**src/rtl/fppa_pkg.sv**
```systemverilog
// shared types, codes and microcode table of the fit-policy partition allocator
package fppa_pkg;

   localparam int DEF_NUM_BLOCKS = 16;
   localparam int DEF_SIZE_BITS  = 16;

   localparam logic [4:0] DEF_BLOCK_COUNT = 5'd16;

   localparam logic [1:0] POL_FIRST = 2'd0;
   localparam logic [1:0] POL_BEST  = 2'd1;
   localparam logic [1:0] POL_WORST = 2'd2;

   localparam logic ACT_LOAD  = 1'b0;
   localparam logic ACT_ALLOC = 1'b1;

   localparam logic CSR_FIT_POLICY  = 1'b0;
   localparam logic CSR_BLOCK_COUNT = 1'b1;

   typedef enum logic [2:0] {
      ST_IDLE = 3'd0,
      ST_INIT = 3'd1,
      ST_SCAN = 3'd2,
      ST_DONE = 3'd3,
      ST_LOAD = 3'd4
   } step_type;

   typedef enum logic [1:0] {
      H_NONE      = 2'd0,
      H_NO_REQ    = 2'd1,
      H_SCAN_MORE = 2'd2,
      H_OUT_BUSY  = 2'd3
   } hold_type;

   typedef enum logic [1:0] {
      B_NEVER      = 2'd0,
      B_ALWAYS     = 2'd1,
      B_IS_LOAD    = 2'd2,
      B_COUNT_ZERO = 2'd3
   } branch_type;

   typedef struct packed {
      logic       ready;
      logic       load_wr;
      logic       scan_init;
      logic       scan_step;
      logic       finish;
      hold_type   hold;
      branch_type branch;
      step_type   target;
   } ucode_type;

   typedef struct packed {
      logic ready;
      logic load_wr;
      logic scan_init;
      logic scan_step;
      logic finish;
   } ctl_type;

   typedef struct packed {
      logic req_valid;
      logic req_load;
      logic count_zero;
      logic scan_end;
      logic out_free;
   } stat_type;

   function automatic ucode_type ucode_rom(step_type s);
      ucode_type w;
      w = '0;
      w.hold   = H_NONE;
      w.branch = B_ALWAYS;
      w.target = ST_IDLE;
      case (s)
         ST_IDLE: begin
            w.ready  = 1'b1;
            w.hold   = H_NO_REQ;
            w.branch = B_IS_LOAD;
            w.target = ST_LOAD;
         end
         ST_INIT: begin
            w.scan_init = 1'b1;
            w.branch    = B_COUNT_ZERO;
            w.target    = ST_DONE;
         end
         ST_SCAN: begin
            w.scan_step = 1'b1;
            w.hold      = H_SCAN_MORE;
            w.branch    = B_NEVER;
         end
         ST_DONE: begin
            w.finish = 1'b1;
            w.hold   = H_OUT_BUSY;
         end
         ST_LOAD: begin
            w.load_wr = 1'b1;
         end
         default: begin
            w.branch = B_ALWAYS;
         end
      endcase
      return w;
   endfunction

endpackage

```
**src/rtl/fppa_seq.sv**
```systemverilog
// microcode sequencer: step counter, control rom and jump logic
module fppa_seq (
   input  logic               clock,
   input  logic               reset,
   input  fppa_pkg::stat_type stat,
   output fppa_pkg::ctl_type  ctl
);
   import fppa_pkg::*;

   step_type  step_ff, step_in;
   ucode_type word;
   logic      hold_act;
   logic      branch_act;

   assign word = ucode_rom(step_ff);

   always_comb begin
      unique case (word.hold)
         H_NONE:      hold_act = 1'b0;
         H_NO_REQ:    hold_act = !stat.req_valid;
         H_SCAN_MORE: hold_act = !stat.scan_end;
         H_OUT_BUSY:  hold_act = !stat.out_free;
      endcase
      unique case (word.branch)
         B_NEVER:      branch_act = 1'b0;
         B_ALWAYS:     branch_act = 1'b1;
         B_IS_LOAD:    branch_act = stat.req_load;
         B_COUNT_ZERO: branch_act = stat.count_zero;
      endcase
      priority if (hold_act) begin
         step_in = step_ff;
      end else if (branch_act) begin
         step_in = word.target;
      end else begin
         step_in = step_type'(3'(step_ff) + 3'd1);
      end
   end

   always_comb begin
      ctl.ready     = word.ready;
      ctl.load_wr   = word.load_wr;
      ctl.scan_init = word.scan_init;
      ctl.scan_step = word.scan_step;
      ctl.finish    = word.finish && stat.out_free;
   end

   always_ff @(posedge clock) begin
      if (reset) begin
         step_ff <= ST_IDLE;
      end else begin
         step_ff <= step_in;
      end
   end

endmodule

```
**src/rtl/fppa_dpath.sv**
```systemverilog
// datapath: free size table, scan unit, request latch and result register
module fppa_dpath #(
   parameter int NUM_BLOCKS = fppa_pkg::DEF_NUM_BLOCKS,
   parameter int SIZE_BITS  = fppa_pkg::DEF_SIZE_BITS
) (
   input  logic               clock,
   input  logic               reset,
   input  fppa_pkg::ctl_type  ctl,
   output fppa_pkg::stat_type stat,
   input  logic [1:0]         fit_policy,
   input  logic [4:0]         block_count,
   input  logic               req_valid,
   input  logic               req_action,
   input  logic [3:0]         req_block_index,
   input  logic [15:0]        req_size_value,
   input  logic               req_last_request,
   output logic               rsp_valid,
   input  logic               rsp_stall,
   output logic               rsp_granted,
   output logic [3:0]         rsp_chosen_block,
   output logic [15:0]        rsp_remaining_size,
   output logic               rsp_last_of_batch
);
   import fppa_pkg::*;

   localparam int IDX_BITS = (NUM_BLOCKS > 1) ? $clog2(NUM_BLOCKS) : 1;
   localparam int CNT_BITS = $clog2(NUM_BLOCKS + 1);

   logic [SIZE_BITS-1:0]  mem [NUM_BLOCKS];
   logic [NUM_BLOCKS-1:0] vld_ff, vld_in;

   logic [3:0]            idx_ff;
   logic [SIZE_BITS-1:0]  size_ff;
   logic                  last_ff;

   logic [CNT_BITS-1:0]   count_eff;
   logic [CNT_BITS-1:0]   j_ff, j_in;
   logic [CNT_BITS-1:0]   j_next;
   logic                  found_ff, found_in;
   logic [IDX_BITS-1:0]   pick_ff, pick_in;
   logic [SIZE_BITS-1:0]  pick_size_ff, pick_size_in;

   logic [IDX_BITS-1:0]   rd_addr;
   logic [SIZE_BITS-1:0]  rd_data_ff;
   logic                  rd_vld_ff;
   logic [SIZE_BITS-1:0]  scan_val;
   logic                  fits, take, is_best, is_worst;

   logic                  wr_en;
   logic [IDX_BITS-1:0]   wr_addr;
   logic [SIZE_BITS-1:0]  wr_data;
   logic [SIZE_BITS-1:0]  remaining;

   logic                  rsp_valid_ff, rsp_valid_in;
   logic                  granted_ff;
   logic [3:0]            chosen_ff;
   logic [15:0]           rem_ff;
   logic                  last_out_ff;

   // blocks in use, clamped to the table depth
   always_comb begin
      if (32'(block_count) > NUM_BLOCKS) begin
         count_eff = CNT_BITS'(NUM_BLOCKS);
      end else begin
         count_eff = CNT_BITS'(block_count);
      end
   end

   always_ff @(posedge clock) begin
      if (ctl.ready && req_valid) begin
         idx_ff  <= req_block_index;
         size_ff <= SIZE_BITS'(req_size_value);
         last_ff <= req_last_request;
      end
   end

   // scan read port
   assign j_next  = CNT_BITS'(j_ff + CNT_BITS'(1));
   assign rd_addr = ctl.scan_init ? '0 : IDX_BITS'(j_next);

   always_ff @(posedge clock) begin
      rd_data_ff <= mem[rd_addr];
      rd_vld_ff  <= vld_ff[rd_addr];
   end

   assign scan_val = rd_vld_ff ? rd_data_ff : '0;
   assign is_best  = (fit_policy == POL_BEST);
   assign is_worst = (fit_policy == POL_WORST);
   assign fits     = (scan_val >= size_ff);
   assign take     = fits && (!found_ff
                     || (is_best && (scan_val < pick_size_ff))
                     || (is_worst && (scan_val > pick_size_ff)));

   always_comb begin
      j_in         = j_ff;
      found_in     = found_ff;
      pick_in      = pick_ff;
      pick_size_in = pick_size_ff;
      if (ctl.scan_init) begin
         j_in     = '0;
         found_in = 1'b0;
      end else if (ctl.scan_step) begin
         j_in = j_next;
         if (take) begin
            found_in     = 1'b1;
            pick_in      = j_ff[IDX_BITS-1:0];
            pick_size_in = scan_val;
         end
      end
   end

   always_ff @(posedge clock) begin
      if (reset) begin
         j_ff     <= '0;
         found_ff <= 1'b0;
      end else begin
         j_ff     <= j_in;
         found_ff <= found_in;
      end
      pick_ff      <= pick_in;
      pick_size_ff <= pick_size_in;
   end

   // table write port: loads and grant write-back
   assign remaining = pick_size_ff - size_ff;
   assign wr_en     = (ctl.load_wr && (32'(idx_ff) < NUM_BLOCKS)) || (ctl.finish && found_ff);
   assign wr_addr   = ctl.load_wr ? IDX_BITS'(idx_ff) : pick_ff;
   assign wr_data   = ctl.load_wr ? size_ff : remaining;

   always_ff @(posedge clock) begin
      if (wr_en) begin
         mem[wr_addr] <= wr_data;
      end
   end

   always_comb begin
      vld_in = vld_ff;
      if (wr_en) begin
         vld_in[wr_addr] = 1'b1;
      end
   end

   always_ff @(posedge clock) begin
      if (reset) begin
         vld_ff <= '0;
      end else begin
         vld_ff <= vld_in;
      end
   end

   // result register
   always_comb begin
      rsp_valid_in = rsp_valid_ff;
      if (ctl.finish) begin
         rsp_valid_in = 1'b1;
      end else if (!rsp_stall) begin
         rsp_valid_in = 1'b0;
      end
   end

   always_ff @(posedge clock) begin
      if (reset) begin
         rsp_valid_ff <= 1'b0;
      end else begin
         rsp_valid_ff <= rsp_valid_in;
      end
      if (ctl.finish) begin
         granted_ff  <= found_ff;
         chosen_ff   <= found_ff ? 4'(pick_ff) : 4'd0;
         rem_ff      <= found_ff ? 16'(remaining) : 16'd0;
         last_out_ff <= last_ff;
      end
   end

   assign rsp_valid          = rsp_valid_ff;
   assign rsp_granted        = granted_ff;
   assign rsp_chosen_block   = chosen_ff;
   assign rsp_remaining_size = rem_ff;
   assign rsp_last_of_batch  = last_out_ff;

   always_comb begin
      stat.req_valid  = req_valid;
      stat.req_load   = (req_action == ACT_LOAD);
      stat.count_zero = (count_eff == '0);
      stat.scan_end   = (j_next == count_eff) || (fits && !found_ff && !is_best && !is_worst);
      stat.out_free   = !rsp_valid_ff || !rsp_stall;
   end

endmodule

```
**src/rtl/fit_policy_partition_allocator_unit.sv**
```systemverilog
// top level of the fit-policy partition allocator
//
// requests come in on req_* (valid/stall), results leave on rsp_* (valid/stall).
// a load request writes one block's free size and returns nothing; it is
// taken in the idle step and written to the table in the load step.
// an allocate request scans the blocks in use from index zero, one table read
// per cycle, picks a block by the first, best or worst fit policy and writes
// the reduced size back. the result is registered in the done step once the
// scan ends (early when first fit hits); the next request is taken only after
// the block returns to idle. the length of the scan is set by the single read
// port of the size table.
// a request with no fitting block returns not granted and leaves the table.
// the result sits in an output register; while the receiver stalls it holds,
// and the block still takes a new request and scans. a finished scan waits
// for the register to free up before writing back.
// reset clears the table at once through per-block valid bits, sets first fit
// and 16 blocks in use; the block takes requests in the next cycle. csr writes
// are registered, to be made only while the block is idle; this is not enforced.
module fit_policy_partition_allocator_unit #(
   parameter int NUM_BLOCKS = fppa_pkg::DEF_NUM_BLOCKS,
   parameter int SIZE_BITS  = fppa_pkg::DEF_SIZE_BITS
) (
   input  logic        clock,
   input  logic        reset,
   input  logic        req_valid,
   output logic        req_stall,
   input  logic        req_action,
   input  logic [3:0]  req_block_index,
   input  logic [15:0] req_size_value,
   input  logic        req_last_request,
   output logic        rsp_valid,
   input  logic        rsp_stall,
   output logic        rsp_granted,
   output logic [3:0]  rsp_chosen_block,
   output logic [15:0] rsp_remaining_size,
   output logic        rsp_last_of_batch,
   input  logic        csr_write,
   input  logic        csr_index,
   input  logic [4:0]  csr_wdata
);
   import fppa_pkg::*;

   logic [1:0] fit_policy_ff;
   logic [4:0] block_count_ff;
   ctl_type    ctl;
   stat_type   stat;

   always_ff @(posedge clock) begin
      if (reset) begin
         fit_policy_ff  <= POL_FIRST;
         block_count_ff <= DEF_BLOCK_COUNT;
      end else if (csr_write) begin
         unique case (csr_index)
            CSR_FIT_POLICY:  fit_policy_ff  <= csr_wdata[1:0];
            CSR_BLOCK_COUNT: block_count_ff <= csr_wdata;
         endcase
      end
   end

   fppa_seq u_seq (
      .clock (clock),
      .reset (reset),
      .stat  (stat),
      .ctl   (ctl)
   );

   fppa_dpath #(
      .NUM_BLOCKS (NUM_BLOCKS),
      .SIZE_BITS  (SIZE_BITS)
   ) u_dpath (
      .clock              (clock),
      .reset              (reset),
      .ctl                (ctl),
      .stat               (stat),
      .fit_policy         (fit_policy_ff),
      .block_count        (block_count_ff),
      .req_valid          (req_valid),
      .req_action         (req_action),
      .req_block_index    (req_block_index),
      .req_size_value     (req_size_value),
      .req_last_request   (req_last_request),
      .rsp_valid          (rsp_valid),
      .rsp_stall          (rsp_stall),
      .rsp_granted        (rsp_granted),
      .rsp_chosen_block   (rsp_chosen_block),
      .rsp_remaining_size (rsp_remaining_size),
      .rsp_last_of_batch  (rsp_last_of_batch)
   );

   assign req_stall = !ctl.ready;

   a_finish_gives_rsp: assert property (@(posedge clock) disable iff (reset)
      ctl.finish |=> rsp_valid)
      else $error("finished scan did not present a result");

   a_load_no_rsp: assert property (@(posedge clock) disable iff (reset)
      (req_valid && !req_stall && (req_action == ACT_LOAD) && !rsp_valid
       && !ctl.finish) |=> !rsp_valid)
      else $error("load request produced a result");

   a_not_granted_zero: assert property (@(posedge clock) disable iff (reset)
      (rsp_valid && !rsp_granted) |-> ((rsp_chosen_block == 4'd0)
                                       && (rsp_remaining_size == 16'd0)))
      else $error("not granted result carries nonzero fields");

   a_no_accept_in_scan: assert property (@(posedge clock) disable iff (reset)
      (ctl.scan_step || ctl.scan_init || ctl.load_wr) |-> req_stall)
      else $error("request taken while a request is in progress");

endmodule
```
**config.mk**
```make
export PLATFORM = sky130hd
export DESIGN_NAME = fit_policy_partition_allocator_unit
export DESIGN_NICKNAME = d
export VERILOG_FILES = /design/src/rtl/fppa_pkg.sv /design/src/rtl/fppa_seq.sv /design/src/rtl/fppa_dpath.sv /design/src/rtl/fit_policy_partition_allocator_unit.sv
export SDC_FILE = /design/constraint.sdc
export NUM_CORES = 1
export LEC_CHECK = 0
export BUFFER_PORTS_ARGS = -buffer_cell sky130_fd_sc_hd__buf_2
export CORE_MARGIN = 4
export CORE_UTILIZATION = 30
export CTS_CLUSTER_SIZE = 14
export DETAILED_ROUTE_END_ITERATION = 6
export GPL_TIMING_DRIVEN = 0
export PLACE_DENSITY = 0.42
export SKIP_CTS_REPAIR_TIMING = 1
export SYNTH_ARGS = -nofsm -noshare
export SYNTH_HDL_FRONTEND = slang
export SYNTH_HIERARCHICAL = 1
export SYNTH_SLANG_ARGS = --single-unit
```
**constraint.sdc**
```tcl
create_clock -name clock -period 8.1 [get_ports clock]
set_input_delay 0.405 -clock clock [delete_from_list [all_inputs] [get_ports clock]]
set_output_delay 0.405 -clock clock [all_outputs]
set_load 0.01 [all_outputs]
```
### Yosys cells after proc, flatten, opt, wreduce, memory -nomap -nowiden

Memory sizes are Yosys's and may differ from the RTL's. A register that Yosys moved wholly into a read port is not among the register bits.
Index checks and enable logic that the tools add are counted.

| word-level totals | value |
|---|---|
| input port bits | 33 |
| memories | 1 |
| register bits after elaboration | 97 |
| memory bits (writable) | 256 |

Memory list:

| name | words | width | read ports | clocked after memory_dff | wr ports | RTL line | RTL |
|---|---|---|---|---|---|---|---|
| u_dpath.mem | 16 | 16 | 1 | 1 | 1 | fppa_dpath.sv:29 | `logic [SIZE_BITS-1:0] mem [NUM_BLOCKS];` |

| operators by class | value |
|---|---|
| magnitude comparators | 7 |
| eq/ne operators | 14 |
| multiplexer cells | 24 |
| reduce and logical (&&, ||, !) cells | 33 |
| bitwise logic cells | 4 |
| add/subtract/negate cells | 3 |

Operator list:

| operator | count |
|---|---|
| $mux W16 | 2 |
| $ge A16 B16 Y1 | 1 |
| $gt A16 B16 Y1 | 1 |
| $lt A16 B16 Y1 | 1 |
| $or A16 B16 Y16 | 1 |
| $sub A16 B16 Y16 | 1 |
| $pmux W2 S3 | 2 |
| $mux W1 | 11 |
| $eq A2 B2 Y1 const B | 5 |
| $logic_and A1 B1 Y1 | 10 |
| $lt A4 B5 Y1 const B | 2 |
| $logic_not A1 Y1 | 9 |
| $mux W4 | 2 |
| $pmux W1 S4 | 2 |
| $eq A2 B1 Y1 const B | 3 |
| $eq A3 B2 Y1 const B | 2 |
| $pmux W3 S2 | 1 |
| $reduce_and A2 Y1 | 3 |
| $add A5 B1 Y5 const B | 1 |
| $eq A5 B5 Y1 | 1 |
| $gt A5 B5 Y1 const B | 1 |
| $logic_not A5 Y1 | 1 |
| $logic_or A1 B1 Y1 | 5 |
| $mux W5 | 1 |
| 13 further kinds | 16 |

### Logic depth before layout (Yosys ltp)

| depth | value |
|---|---|
| depth in word-level cells | 8 |
| gate-level depth with buffers | 13 |
| depth with buffers taken out | 11 |

### Modules after synthesis

The synthesis kept the hierarchy.

Modules (own cells, without submodules):

| module | cells each | times used | area an instance (µm²) |
|---|---|---|---|
| fppa_dpath | 1000 | 1 | 15300.9 |
| fppa_seq | 52 | 1 | 457.9 |
| fit_policy_partition_allocator_unit | 28 | 1 | 289.0 |

### Least setup slack after synthesis

No wires, ideal clock.

| timing | value |
|---|---|
| path type | reg-to-reg |
| from | register u_dpath.rd_vld_ff |
| to | register u_dpath.pick_ff[0], enable pin |
| path slack | 4.152 ns |
| setup time | 0.417 ns |
| cell stages (with the launch flop) | 11 |
| data arrival time | 3.531 ns |
| data required time | 7.683 ns |
| buffers on the path | 2 |
| path through | dfxtp_1 buf_2 clkbuf_1 and2_1 ha_1 nor4b_1 a41o_1 a311o_1 a211oi_2 mux2i_1 a2111oi_2 |

| between the ends | value |
|---|---|
| word-level cells in the longest chain between the ends | 7 |
| elaborated cells between the ends (all ways) | 10 |
| classes of those cells | order compare: 3; mux: 1; reduce/logical: 6 |

Ends and longest elaborated chain:

| item | RTL line | RTL |
|---|---|---|
| start, declared | fppa_dpath.sv:45 | `logic rd_vld_ff;` |
| start signal, assigned | fppa_dpath.sv:83 | `rd_vld_ff <= vld_ff[rd_addr];` |
| $mux W16 * | fppa_dpath.sv:86 | `assign scan_val = rd_vld_ff ? rd_data_ff : '0;` |
| net u_dpath.scan_val[3] | fppa_dpath.sv:46 | `logic [SIZE_BITS-1:0] scan_val;` |
| $lt A16 B16 Y1 | fppa_dpath.sv:91 | `\|\| (is_best && (scan_val < pick_size_ff))` |
| $logic_and A1 B1 Y1 | fppa_dpath.sv:91 |  |
| $logic_or A1 B1 Y1 | fppa_dpath.sv:91 |  |
| $logic_or A1 B1 Y1 | fppa_dpath.sv:92 | `\|\| (is_worst && (scan_val > pick_size_ff)));` |
| $logic_and A1 B1 Y1 * | fppa_dpath.sv:90 | `assign take = fits && (!found_ff` |
| $reduce_and A3 Y1 (no source line) * | n/a |  |
| end signal, assigned | fppa_dpath.sv:120 | `pick_ff <= pick_in;` |
| end, declared | fppa_dpath.sv:40 | `logic [IDX_BITS-1:0] pick_ff, pick_in;` |

The timed path passes the listed nets; every way through them passes the cells marked *.
A chain may end at the register's enable or synchronous reset.

### Final worst setup path

| timing | value |
|---|---|
| from | register u_dpath.rd_vld_ff |
| to | register u_dpath.pick_size_ff[8], enable pin |

| between the ends | value |
|---|---|
| word-level cells in the longest chain between the ends | 7 |
| elaborated cells between the ends (all ways) | 10 |
| classes of those cells | order compare: 3; mux: 1; reduce/logical: 6 |

Ends and longest elaborated chain:

| item | RTL line | RTL |
|---|---|---|
| $mux W16 * | fppa_dpath.sv:86 |  |
| net u_dpath.scan_val[3] | fppa_dpath.sv:46 |  |
| $lt A16 B16 Y1 | fppa_dpath.sv:91 |  |
| $logic_and A1 B1 Y1 | fppa_dpath.sv:91 |  |
| $logic_or A1 B1 Y1 | fppa_dpath.sv:91 |  |
| $logic_or A1 B1 Y1 | fppa_dpath.sv:92 |  |
| $logic_and A1 B1 Y1 * | fppa_dpath.sv:90 |  |
| $reduce_and A3 Y1 (no source line) * | n/a |  |
| end signal, assigned | fppa_dpath.sv:121 | `pick_size_ff <= pick_size_in;` |
| end, declared | fppa_dpath.sv:41 | `logic [SIZE_BITS-1:0] pick_size_ff, pick_size_in;` |

Marks and branches as above.

==> qor.txt <==
Final-stage net count: 1306
Sinks on Clock Net: 369
Top area cells in the synthesized netlist: edfxtp_1, mux4_2, dfxtp_1
CTS Buf Count: 44
Slew @ Worst Pin: 1.257 ns
Total core area: 52760 µm²
Number of synthesized register bits: 369
Initial antenna violation count: 1
Crit path max fanout: 11
WS Path Type: reg2reg
Worst vdd ir: 0.1436 mV
Clock power share: 34.0%
Crit path time final: 4.200 ns
H-tree levels: 2
Endpoints failing hold: 0
Clock Skews: 0.02071 ns
RSZ-0062 raised after global routing: false
Top cell type's share of synthesized area: 59.69%
Post-synthesis sequential area ratio: 65.93%
First-pass GRT wire length: 64150 µm
Port bufs: 56
Prevailing post-synth register cell: edfxtp_1
Leak: 6.824 nW
Worst-path clk slew: 0.06 ns
Residual DRC: 0
Gate power share: 23.4%
Iter 0 DRT Violations: 670
Arrival time of the worst setup path: 4.48 ns
I/O Pins: 57
Clock Path Buffers: 3
Pwr dens: 296.4 nW/µm²
Vias per inst: 4.934
Flop pwr share: 42.6%
DP Wirelength: 30100 µm
Antenna Nets Post-Route: 0
Crit-path cells: buf_2, clkbuf_1, and2_1, ha_1, nor4b_1, a41o_1, a311o_1, a211oi_2, mux2i_1, a2111oi_4, buf_6
Relative slew slack: 16.17%
Total gr overflow: 0
Crit path launch type: flip-flop
TritonRoute pass-1 iters: 5
DIE WIDTH: 239.3 µm
Post-route design area: 19210 µm²
CP Data Required Time: 8.38 ns
Syn-to-layout area delta: 19.68%
Post-synth top area cell: edfxtp_1
Drt wl/cell: 22.53 µm
Synthesized cell area: 16050 µm²
Root Driver: clkbuf_16
Critical path buffers and inverters: 3
Synth unique cells: 83
Cells after Synth: 1080
CP delay by family, top: compound AO/OA/AOI/OAI gates
Initial Util: 30.42%
Row cnt: 84
Switching share of power: 30.52%
Outcome: complete, no violations
Fraction of registers with async set/reset: 0%
RD Place Congestion: 0.7860
Full die area: 57260 µm²
Setup-failing EPs final: 0
Pint: 0.003955 W
Clk Latency, worst-skew pair: 0.58 ns
Area of the multi-input gates: 5150 µm²
DP Area: 17580 µm²
Max Slew Vio Count: 0
Largest net degree at the start of global routing: 26
Max-cap violations: 0
Critical Path Slowest Stage Cell: a2111oi_4
FF+latch area: 10580 µm²
Post-synth EDFFs: 319
Vias: 9611
Min-Delay Path Class: in2reg
Setup total negative slack: 0 ns
Fmax: 238.1 MHz
Die Ht: 239.3 µm
Fill count: 5030
DRT Wirelength: 43890 µm
All-Layer GR Usage: 15.17%
Share of layout cells above drive strength 1: 20.87%
Average cell area after synthesis: 14.86 µm²
Fin Hold WS: 0.03229 ns
Vias in the first global route: 9799
ANT cells: 0
Final period utilization: 51.85%
Total net switching power: 0.001737 W
Worst setup EP type: flip-flop
Slowest stage delay, CP: 0.81 ns
CTS tree: yes
Synth warnings: 6
Mapped Nets: 1162
## synthesized netlist by cell type, types with 24 or more instances
library cell	number
and2_1	28
nor2_1	85
o21ai_0	45
edfxtp_1	319
mux4_2	48
inv_1	49
mux2i_1	43
clkbuf_1	24
dfxtp_1	50
ha_1	48
nand2_1	43
a21oi_1	24
## placed cells by master, fill, tap and decap left out, types with 43 or more instances in the layout
cell and count:
nor2_1 69, mux2i_1 43, inv_1 49, mux4_2 48, buf_2 73, clkbuf_16 44, nand2_1 43, dfxtp_1 50
ha_1 48, edfxtp_1 319
## cell families (layout without fill, tap and decap cells)
kind of cell	count (synthesis)	count (layout)	share of synthesized area (%)
multiplexers	93	93	9.559
AO/OA/AOI/OAI	193	193	8.631
AND/OR/NAND/NOR	258	258	8.249
buffers and inverters	100	280	2.690
XOR/XNOR	17	17	1.014
flip-flops	369	369	65.93
adder cells (fa/ha/maj)	50	50	3.930
## through the flow
step / setup slack [ns] / util, % / instances / total power (W)
after global placement: 2.372 / 32.58 / 1824 / 0.003724
after floorplan: 4.152 / - / 1080 / 0.003252
final: 3.900 / 36.40 / 1948 / 0.005692
after CTS: 3.745 / 36.01 / 1928 / 0.005765
after detailed placement: 3.765 / 33.32 / 1846 / 0.003799
after global routing: 3.599 / 36.40 / 1948 / 0.005974
## layer usage
| layer | wire length (µm) | global-route usage, % | up-vias | part of all wire, % |
|---|---|---|---|---|
| li1 | - | - | 4482 | - |
| met2 | 20690 | 24.88 | 204 | 47 |
| met4 | 1346 | 5.400 | 0 | 3.1 |
| met5 | 0 | 0 | - | 0 |
| met1 | 20160 | 20.51 | 4857 | 46 |
| met3 | 1699 | 2.441 | 68 | 3.9 |
## worst reg2reg max path, delay by kind of cell, from the launching register on
kind            cells  cell delay (ns)
flops               1             0.41
simple gates        2             0.41
fa+ha+maj           1             0.28
buf+inv             3             0.87
mux                 1             0.18
compound gates      4             1.73
## final cells by class
cell class              instances  area share, %
clock buffers                  52          5.941
well taps                     688          4.482
inverters                      49         0.9577
repair buffers                 98          3.980
multi-input cells             611          26.81
plain buffers                  51          1.290
flip-flops and latches        369          55.09
clock inverters                30          1.446
## power groups by stage
| stage | Combinational (W) | Sequential (W) | Clock, W |
|---|---|---|---|
| floorplan | 0.000799 | 0.00245 | 0 |
| global placement | 0.00124 | 0.00248 | 0 |
| detailed placement | 0.00133 | 0.00247 | 0 |
| CTS | 0.00134 | 0.00243 | 0.00200 |
| global route | 0.00146 | 0.00243 | 0.00208 |
| finish | 0.00133 | 0.00242 | 0.00194 |
## worst paths after layout
check / startpoint / endpoint / slack [ns] / cells after the start
setup / recovery: u_dpath/rd_vld_ff / u_dpath/pick_size_ff[8] / 3.90 / 11
hold / removal: req_size_value[14] / u_dpath/size_ff[14] / 0.03 / 1
setup reg to reg: u_dpath/rd_vld_ff / u_dpath/pick_size_ff[8] / 3.90 / 11
hold reg to reg: u_dpath/last_ff / u_dpath/rsp_last_of_batch / 0.42 / 0
## registers in the layout, indices dropped and copies added, names as in the netlist
signal	flops
u_dpath/mem	256
u_dpath/pick_size_ff	16
u_dpath/rd_data_ff	16
u_dpath/rsp_remaining_size	16
u_dpath/size_ff	16
u_dpath/vld_ff	16
block_count_ff	5
u_dpath/j_ff	5
u_dpath/idx_ff	4
u_dpath/pick_ff	4
u_dpath/rsp_chosen_block	4
u_seq/step_ff	3
fit_policy_ff	2
u_dpath/found_ff	1
u_dpath/last_ff	1
u_dpath/rd_vld_ff	1
u_dpath/rsp_granted	1
u_dpath/rsp_last_of_batch	1
u_dpath/rsp_valid	1
Power figures use the tool's default switching activity.
